`config.mk`:
```
export PLATFORM = sky130hd
export DESIGN_NAME = rsd_ctrl
export DESIGN_NICKNAME = d
export VERILOG_FILES = /design/src/hdl/rsd_pkg.sv /design/src/hdl/rsd_ctrl.sv
export VERILOG_INCLUDE_DIRS = /design/src /design/src/hdl
export SDC_FILE = /design/constraint.sdc
export NUM_CORES = 1
export LEC_CHECK = 0
export ABC_AREA = 1
export BUFFER_PORTS_ARGS = -buffer_cell sky130_fd_sc_hd__clkbuf_2
export CAP_MARGIN = 20
export CORE_MARGIN = 1
export CORE_UTILIZATION = 49
export DETAILED_ROUTE_END_ITERATION = 10
export PLACE_DENSITY = 0.66
export SLEW_MARGIN = 20
export SYNTH_ARGS = -nofsm -noshare
export SYNTH_HDL_FRONTEND = slang
export SYNTH_SLANG_ARGS = --single-unit
```
`constraint.sdc`:
```
create_clock -name clk -period 6.04 [get_ports clk]
set_input_delay 1.51 -clock clk [delete_from_list [all_inputs] [get_ports clk]]
set_output_delay 1.51 -clock clk [all_outputs]
set_load 0.03 [all_outputs]
```
`src/hdl/repeating_stereo_delay_defines.svh`:
```
// ----------------------------------------------------------------------------
// Repeating stereo delay - assertion macros
// Concurrent check macros, compiled out when SYNTH is defined.
// ----------------------------------------------------------------------------
`ifndef REPEATING_STEREO_DELAY_DEFINES_SVH
`define REPEATING_STEREO_DELAY_DEFINES_SVH

`ifndef SYNTH

// property holds at every clock edge out of reset
`define RSD_ASSERT(lbl, clk, rst_n, prop) \
    lbl: assert property (@(posedge clk) disable iff (!rst_n) (prop)) \
        else $error("repeating_stereo_delay check failed");

// trigger implies consequence in the next cycle
`define RSD_ASSERT_NEXT(lbl, clk, rst_n, trig, cons) \
    lbl: assert property (@(posedge clk) disable iff (!rst_n) (trig) |=> (cons)) \
        else $error("repeating_stereo_delay sequence check failed");

`else

`define RSD_ASSERT(lbl, clk, rst_n, prop)
`define RSD_ASSERT_NEXT(lbl, clk, rst_n, trig, cons)

`endif

`endif

```
`src/hdl/rsd_pkg.sv`:
```
// ----------------------------------------------------------------------------
// Repeating stereo delay - package
// Shared constants, types and fixed-point helpers.
// ----------------------------------------------------------------------------
`default_nettype none

package rsd_pkg;

    localparam int BUF_DEPTH  = 65536;
    localparam int ADDR_W     = $clog2(BUF_DEPTH);
    localparam int FILL_W     = ADDR_W + 1;
    localparam int PLAY_W     = 16;
    localparam int CMP_W      = (ADDR_W > PLAY_W) ? ADDR_W : PLAY_W;
    localparam int SAMPLE_W   = 16;
    localparam int GAIN_W     = 17;
    localparam int REP_W      = 5;
    localparam int PROD_W     = 34;
    localparam int SCALED_W   = 18;
    localparam int SUM_W      = 19;
    localparam int CFG_IDX_W  = 4;
    localparam int CFG_DATA_W = 17;

    localparam logic [GAIN_W-1:0] GAIN_ONE        = 17'd65536;
    localparam logic [GAIN_W-1:0] WET_RESET       = 17'd32768;
    localparam logic [GAIN_W-1:0] DECAY_RESET     = 17'd49152;
    localparam logic [REP_W-1:0]  REPEAT_RESET    = 5'd1;
    localparam logic [PLAY_W-1:0] PLAYBACK_RESET  = 16'd16384;

    typedef enum logic [CFG_IDX_W-1:0] {
        REG_WET,
        REG_DECAY,
        REG_REPEAT,
        REG_PLAYBACK
    } cfg_reg_t;

    typedef enum logic [1:0] {
        S_IDLE,
        S_MUL,
        S_WRITE,
        S_SUM
    } state_t;

    typedef struct packed {
        logic accept;
        logic mul;
        logic wr;
    } step_t;

    typedef struct packed {
        logic [ADDR_W-1:0] rd_addr;
        logic [ADDR_W-1:0] wr_addr;
        logic [GAIN_W-1:0] wet;
        logic [GAIN_W-1:0] dry;
        logic [GAIN_W-1:0] amp;
        logic              hit;
        logic              rd_ok;
        logic              active;
    } lane_ctl_t;

    // product / 65536, truncated toward zero
    function automatic logic signed [SCALED_W-1:0] qscale(input logic signed [PROD_W-1:0] p);
        logic signed [PROD_W-1:0] adj;
        adj = p[PROD_W-1] ? (p + 34'sd65535) : p;
        return adj[PROD_W-1:16];
    endfunction

    function automatic logic signed [SAMPLE_W-1:0] sat16(input logic signed [SUM_W-1:0] v);
        logic signed [SAMPLE_W-1:0] r;
        if (v > 19'sd32767)
            r = 16'sh7FFF;
        else if (v < -19'sd32768)
            r = 16'sh8000;
        else
            r = v[SAMPLE_W-1:0];
        return r;
    endfunction

    function automatic logic [GAIN_W-1:0] clamp_gain(input logic [CFG_DATA_W-1:0] g);
        return (g > GAIN_ONE) ? GAIN_ONE : g;
    endfunction

    function automatic logic [ADDR_W-1:0] wrap_inc(input logic [ADDR_W-1:0] x);
        return (x == ADDR_W'(BUF_DEPTH - 1)) ? '0 : x + 1'b1;
    endfunction

endpackage

`default_nettype wire

```
`src/hdl/rsd_ctrl.sv`:
```
// ----------------------------------------------------------------------------
// Repeating stereo delay - control
// Register file, write/read positions, repeat count, amplitude and fill count.
// ----------------------------------------------------------------------------
`default_nettype none
`include "repeating_stereo_delay_defines.svh"

module rsd_ctrl (
    input  wire logic                          clk,
    input  wire logic                          rst_n,
    input  wire rsd_pkg::step_t                step,
    input  wire logic                          cfg_we,
    input  wire logic [rsd_pkg::CFG_IDX_W-1:0] cfg_index,
    input  wire logic [rsd_pkg::CFG_DATA_W-1:0] cfg_data,
    output      rsd_pkg::lane_ctl_t            lane_ctl
);

    import rsd_pkg::*;

    logic [GAIN_W-1:0] wet_reg, wet_next;
    logic [GAIN_W-1:0] decay_reg, decay_next;
    logic [REP_W-1:0]  rep_lim_reg, rep_lim_next;
    logic [PLAY_W-1:0] play_reg, play_next;
    logic [ADDR_W-1:0] wp_reg, wp_next;
    logic [ADDR_W-1:0] rpos_reg, rpos_next;
    logic [REP_W-1:0]  reps_reg, reps_next;
    logic [GAIN_W-1:0] amp_reg, amp_next;
    logic [FILL_W-1:0] fill_reg, fill_next;
    logic [ADDR_W-1:0] wa_reg, wa_next;
    logic              hit_reg, hit_next;
    logic              rd_ok_reg, rd_ok_next;
    logic              active_reg, active_next;
    logic              loop_reg, loop_next;
    logic [PROD_W-1:0] amp_prod_reg, amp_prod_next;

    logic              active;
    logic              do_loop;
    logic [ADDR_W-1:0] rp;
    logic              reload;

    assign active  = (reps_reg != '0);
    assign do_loop = active && (CMP_W'(rpos_reg) > CMP_W'(play_reg));
    assign rp      = do_loop ? '0 : rpos_reg;

    always_comb
    begin
        wet_next      = wet_reg;
        decay_next    = decay_reg;
        rep_lim_next  = rep_lim_reg;
        play_next     = play_reg;
        wp_next       = wp_reg;
        rpos_next     = rpos_reg;
        reps_next     = reps_reg;
        amp_next      = amp_reg;
        fill_next     = fill_reg;
        wa_next       = wa_reg;
        hit_next      = hit_reg;
        rd_ok_next    = rd_ok_reg;
        active_next   = active_reg;
        loop_next     = loop_reg;
        amp_prod_next = amp_prod_reg;
        reload        = 1'b0;

        if (cfg_we)
        begin
            unique case (cfg_index)
                REG_WET:
                begin
                    wet_next = clamp_gain(cfg_data);
                    reload   = 1'b1;
                end
                REG_DECAY:
                begin
                    decay_next = clamp_gain(cfg_data);
                    reload     = 1'b1;
                end
                REG_REPEAT:
                begin
                    rep_lim_next = cfg_data[REP_W-1:0];
                    reload       = 1'b1;
                end
                REG_PLAYBACK:
                begin
                    play_next = cfg_data[PLAY_W-1:0];
                    reload    = 1'b1;
                end
                default:
                begin
                    reload = 1'b0;
                end
            endcase
        end

        if (reload)
        begin
            wp_next   = '0;
            rpos_next = '0;
            reps_next = rep_lim_next;
            amp_next  = decay_next;
        end
        else if (step.accept)
        begin
            wa_next       = wp_reg;
            hit_next      = (rp == wp_reg);
            rd_ok_next    = (FILL_W'(rp) < fill_reg);
            active_next   = active;
            loop_next     = do_loop;
            amp_prod_next = PROD_W'(amp_reg) * PROD_W'(decay_reg);
            reps_next     = do_loop ? reps_reg - 1'b1 : reps_reg;
            wp_next       = wrap_inc(wp_reg);
            rpos_next     = wrap_inc(rp);
        end
        else if (step.mul)
        begin
            if (loop_reg)
            begin
                amp_next = amp_prod_reg[32:16];
            end
        end
        else if (step.wr)
        begin
            if (FILL_W'(wa_reg) == fill_reg)
            begin
                fill_next = fill_reg + 1'b1;
            end
        end
    end

    always_ff @(posedge clk or negedge rst_n)
    begin
        if (!rst_n)
        begin
            wet_reg     <= WET_RESET;
            decay_reg   <= DECAY_RESET;
            rep_lim_reg <= REPEAT_RESET;
            play_reg    <= PLAYBACK_RESET;
            wp_reg      <= '0;
            rpos_reg    <= '0;
            reps_reg    <= REPEAT_RESET;
            amp_reg     <= DECAY_RESET;
            fill_reg    <= '0;
            hit_reg     <= 1'b0;
            rd_ok_reg   <= 1'b0;
            active_reg  <= 1'b0;
            loop_reg    <= 1'b0;
        end
        else
        begin
            wet_reg     <= wet_next;
            decay_reg   <= decay_next;
            rep_lim_reg <= rep_lim_next;
            play_reg    <= play_next;
            wp_reg      <= wp_next;
            rpos_reg    <= rpos_next;
            reps_reg    <= reps_next;
            amp_reg     <= amp_next;
            fill_reg    <= fill_next;
            hit_reg     <= hit_next;
            rd_ok_reg   <= rd_ok_next;
            active_reg  <= active_next;
            loop_reg    <= loop_next;
        end
    end

    always_ff @(posedge clk)
    begin
        wa_reg       <= wa_next;
        amp_prod_reg <= amp_prod_next;
    end

    always_comb
    begin
        lane_ctl.rd_addr = rp;
        lane_ctl.wr_addr = wa_reg;
        lane_ctl.wet     = wet_reg;
        lane_ctl.dry     = GAIN_ONE - wet_reg;
        lane_ctl.amp     = amp_reg;
        lane_ctl.hit     = hit_reg;
        lane_ctl.rd_ok   = rd_ok_reg;
        lane_ctl.active  = active_reg;
    end

    `RSD_ASSERT(a_reps_in_limit, clk, rst_n, reps_reg <= rep_lim_reg)
    `RSD_ASSERT(a_amp_in_range, clk, rst_n, amp_reg <= GAIN_ONE)
    `RSD_ASSERT(a_fill_in_range, clk, rst_n, fill_reg <= FILL_W'(BUF_DEPTH))
    `RSD_ASSERT_NEXT(a_loop_uses_repeat, clk, rst_n, step.accept && do_loop && !cfg_we,
                     reps_reg == $past(reps_reg) - 1'b1)

endmodule

`default_nettype wire

```
# --- Word level (Yosys, flattened, before mapping) ---
# Index checks and enable logic that the tools add are counted.
classes:
  add_sub_neg: 5
  mul: 1
  n_lt_le_gt_ge: 3
  eq_ne: 8
  n_mux: 21
  bitwise: 3
  reduce_logical: 14
ops:
  columns: ["cell", "n"]
  rows:
  - ["2-to-1 mux 17 bit", 7]
  - ["2-to-1 mux 16 bit", 7]
  - ["multiplier 17 x 17 -> 33 bit", 1]
  - ["adder 16 x 1 -> 16 bit, second input constant", 2]
  - ["equality test 16 bit, second input constant", 2]
  - ["2-to-1 mux 5 bit", 5]
  - ["adder 17 x 1 -> 17 bit, second input constant", 1]
  - ["equality test 16 x 17 -> 1 bit", 1]
  - ["greater-than comparator 17 bit, second input constant", 1]
  - ["< comparator 16 x 17 -> 1 bit", 1]
  - ["subtractor 17 bit, first input constant", 1]
  - ["equality test 16 bit", 1]
  - ["greater-than comparator 16 bit", 1]
  - ["equality test 4 x 2 -> 1 bit, second input constant", 2]
  - ["AND reduction 2 bit", 4]
  - ["nonzero test 2 bit", 4]
  - ["AND reduction 5 bit", 1]
  - ["nonzero test 5 bit", 1]
  - ["subtractor 5 x 1 -> 5 bit, second input constant", 1]
  - ["equality test 4 x 1 -> 1 bit, second input constant", 1]
  - ["zero test 4 bit", 1]
  - ["OR reduction 4 bit", 1]
  - ["inverter 1 bit", 3]
  - ["AND reduction 3 bit", 1]
  - ["other kinds (3)", 4]
word_totals:
  register_bits: 179
  input_bits: 27
  output_inout_bits: 86
  wordCells: 70

# --- Longest topological paths before layout ---
logic_depth:
  depth_word: 7
  ltp_mapped: 27
  mapped_depth_nobuf: 25

# --- Worst setup path after synthesis ---
# Ideal clock, no wire load.
synth_timing:
  kind: "reg2reg"
  startpoint: "register amp_reg[7]"
  endpoint: "register amp_prod_reg[32], data pin"
  setup_ns: 0.265
  t_arrival_ns: 5.762
  required_time_ns: 5.775
  path_slack_ns: 0.013
  stages_incl_launch_ff: 23
  path_buffers: 2
  synth_period_minus_slack_ns: 6.027
  path_cell_list: "dfrtp_1 -> clkbuf_1 -> clkbuf_1 -> nand2_1 -> fa_1 -> inv_1 -> fa_1 -> inv_1 -> fa_1 -> inv_1 -> fa_1 -> fa_1 -> inv_1 -> fa_1 -> inv_1 -> ha_1 -> nand2_1 -> nor2_1 -> nand4_1 -> o21ai_0 -> a21oi_1 -> o21ai_0 -> xor2_1"
synth_between:
  elab_chain_len: 1
synth_rtl:
  columns: ["element", "line", "text"]
  rows:
  - ["start: declaration", "rsd_ctrl.sv:27", "logic [GAIN_W-1:0] amp_reg, amp_next;"]
  - ["start signal: assignment", "rsd_ctrl.sv:156", "amp_reg <= amp_next;"]
  - ["multiplier 17 x 17 -> 33 bit", "rsd_ctrl.sv:108", "amp_prod_next = PROD_W'(amp_reg) * PROD_W'(decay_reg);"]
  - ["end signal: assignment", "rsd_ctrl.sv:168", "amp_prod_reg <= amp_prod_next;"]
  - ["end: declaration", "rsd_ctrl.sv:34", "logic [PROD_W-1:0] amp_prod_reg, amp_prod_next;"]
# Every way passes these cells.
# A chain may end at the register's enable or synchronous reset.

# --- Final worst setup path ---
layout_timing:
  startpoint: "register decay_reg[6]"
  endpoint: "register amp_prod_reg[25], data pin"
layout_between:
  elab_chain_len: 1
layout_rtl:
  columns: ["element", "line", "text"]
  rows:
  - ["start: declaration", "rsd_ctrl.sv:21", "logic [GAIN_W-1:0] decay_reg, decay_next;"]
  - ["start signal: assignment", "rsd_ctrl.sv:150", "decay_reg <= decay_next;"]
  - ["multiplier 17 x 17 -> 33 bit", "rsd_ctrl.sv:108", null]
# Every way passes these cells.

==> out/results.ini <==
[route]
drt-initial-drc-count = 920
wl_per_cell_um = 17.0
drtPass1Iterations = 6
totalWireLength_um = 48500
avgViaCountPerCell = 5.21
drc = 0
num_vias = 14900
route.antenna.remaining_nets = 0

[floorplan]
std_cell_rows = 70
die_h_um = 196
dieArea_mm2 = 0.0384
die_w_um = 196
start_util_pct = 50.1
core_mm2 = 0.0368
ios = 113

[yosys]
synth_area_per_cell_um2 = 8.07
async_flop_share_pct = 79.8
synth_edf_count = 33
syn_area_mm2 = 0.0184
syn_nets = 2670
ys_seq_area_share_pct = 23.1
ys.flop_type = dfrtp_1
ys_warn_count = 0
ys_types = 55
ys_ff_latch = 163
syn-instance-count = 2284

[cells_and_area]
mostFrequentLayoutCells = nand2_1 (553), inv_1 (549), fa_1 (221)
mostFrequentLayoutCell = nand2_1
area_growth_pct = 9.44
nets = 2759
antenna_cells = 0
drive_gt1_share_pct = 11.8

[clock_tree]
clk-insertion-delay-late_ps = 460
clk_pin_slew_ps = 80
cts_root_buf = clkbuf_16
clock_sinks = 163
cts_tree = yes
cts_max_path_buffers = 2
cts_made_buffers = 17
cts-htree-levels = 4

[setup_path]
reg2reg_depth = 22
worst-path-max-fanout = 7
crit_required_ps = 6250
cp-end-kind = flip-flop
critPathArrivalTime_ps = 6000
path_class = flip-flop to flip-flop
startpoint_type = flip-flop

[placement]
dp_hpwl_um = 40100
port_buffers = 112
place_congestion = 0.895

[sta]
hold_violations = 0
rsz0062_at_grt = false
final_max_slew_viol_count = 0
max_slew_margin_pct = 39.6
worst-slew-pin-transition_ps = 906
skew_ps = 24.8
period_share_pct = 95.9
setup_violations = 0
post-route-min-period_ps = 5790
clock.fmax_ghz = 0.173
final.setup.tns_ps = 0
whs_ps = 497

[grt]
grt.total_usage_pct = 26.8
grt_pass1_wl_um = 80500
grt_pass1_vias = 15200
grt-ovfl-total = 0
grt_max_degree = 95
antenna_found_initial = 0

[status]
status = finished clean

[flow_run]
cap_violations = 0

[worst_hold_path]
hp-class = flip-flop to flip-flop
whs_path_depth = 2

[through the flow]
step / setup WS (ps) / area, um2 / utilization [%] / instances
final: 247 / 20200 / 54.9 / 2854
after global routing: 7.99 / 20200 / 54.9 / 2854
after CTS: 88.5 / 20100 / 54.8 / 2852
after detailed placement: 46.2 / 19600 / 53.2 / 2820
after global placement: 100 / 19600 / 53.2 / 2820
after floorplan: 12.9 / 18400 / - / 2284
[logic make-up after synthesis]
group / share of synthesized area (%)
DFF: 23.1
and+or+nand+nor: 18.7
buffers and inverters: 13.5
AOI/OAI and AO/OA: 7.13
adders and majority gates: 33.4
xor gates and xnor gates: 4.23
[layout make-up]
| type | count | area [um2] |
|---|---|---|
| Clock buffer | 17 | 425 |
| Clock inverter | 15 | 156 |
| Fill cell | 3417 | 16600 |
| Timing Repair Buffer | 163 | 950 |
| Inverter | 554 | 2080 |
| Multi-Input combinational cell | 1474 | 11700 |
| Sequential cell | 163 | 4260 |
| Tap cell | 468 | 586 |
[worst paths after layout]
path / from / to / slack (ps)
max: decay_reg[6] / amp_prod_reg[25] / 250
max in group asynchronous: rst_n / amp_reg[14] / 3780
min in group asynchronous: rst_n / play_reg[13] / 1150
min reg2reg: play_reg[10] / play_reg[10] / 500
max reg2reg: decay_reg[6] / amp_prod_reg[25] / 250
min: play_reg[10] / play_reg[10] / 500
[synth_stat cells (all sizes together) (2+ instances only)]
cell	number	area share [%]
a21o	5	0.20
edfxtp	33	5.4
o211ai	4	0.16
buf	13	0.59
inv	551	11
nand3	53	1.7
xor2	64	3.0
nor2	100	2.4
ha	138	9.4
dfrtp	122	17
a31oi	4	0.14
o21ai	122	3.3
clkbuf	80	1.6
o22ai	19	0.64
fa	221	24
xnor2	25	1.2
o21a	6	0.24
nor4	10	0.49
dfstp	8	1.1
o31ai	7	0.28
o21bai	9	0.43
a21oi	55	1.5
nor3	27	0.95
nand3b	3	0.19
nand4	18	0.64
nor3b	2	0.11
or2	10	0.34
o221ai	2	0.095
clkinv	3	0.068
nand2	566	12
[routing by layer]
layer	vias to the layer above	track usage (%)	wire (um)	share of wire, %
met5	-	0	0	0
met4	0	6.08	665	1.4
met3	49	4.45	3300	6.8
met2	518	44.5	23200	48
met1	7277	36.7	21300	44
li1	7028	-	-	-
[worst max-delay path: stages, from the launching register on]
cell and delay, ps:
dfrtp_1 480, buf_4 220, nand2_1 70, inv_1 50, fa_1 500, inv_1 50
fa_1 450, fa_1 510, inv_1 50, fa_1 520, fa_1 510, inv_1 70
fa_1 540, inv_1 40, ha_1 360, a21oi_1 190, inv_1 60, a31oi_1 230
nand2_1 140, nand2_1 70, nand2_1 130, a21oi_1 210, xnor2_1 80
[repair_timing]
action                                  4_1_cts  5_1_grt
gates resized for setup                       1       14
setup buffers                                 0        2
hold buffers                                  0        0
endpoints found under the setup margin        1       11
Power is left out: the tool's default activity adds up to more than one toggle a clock period on the data nets, which glitch-free logic cannot reach.
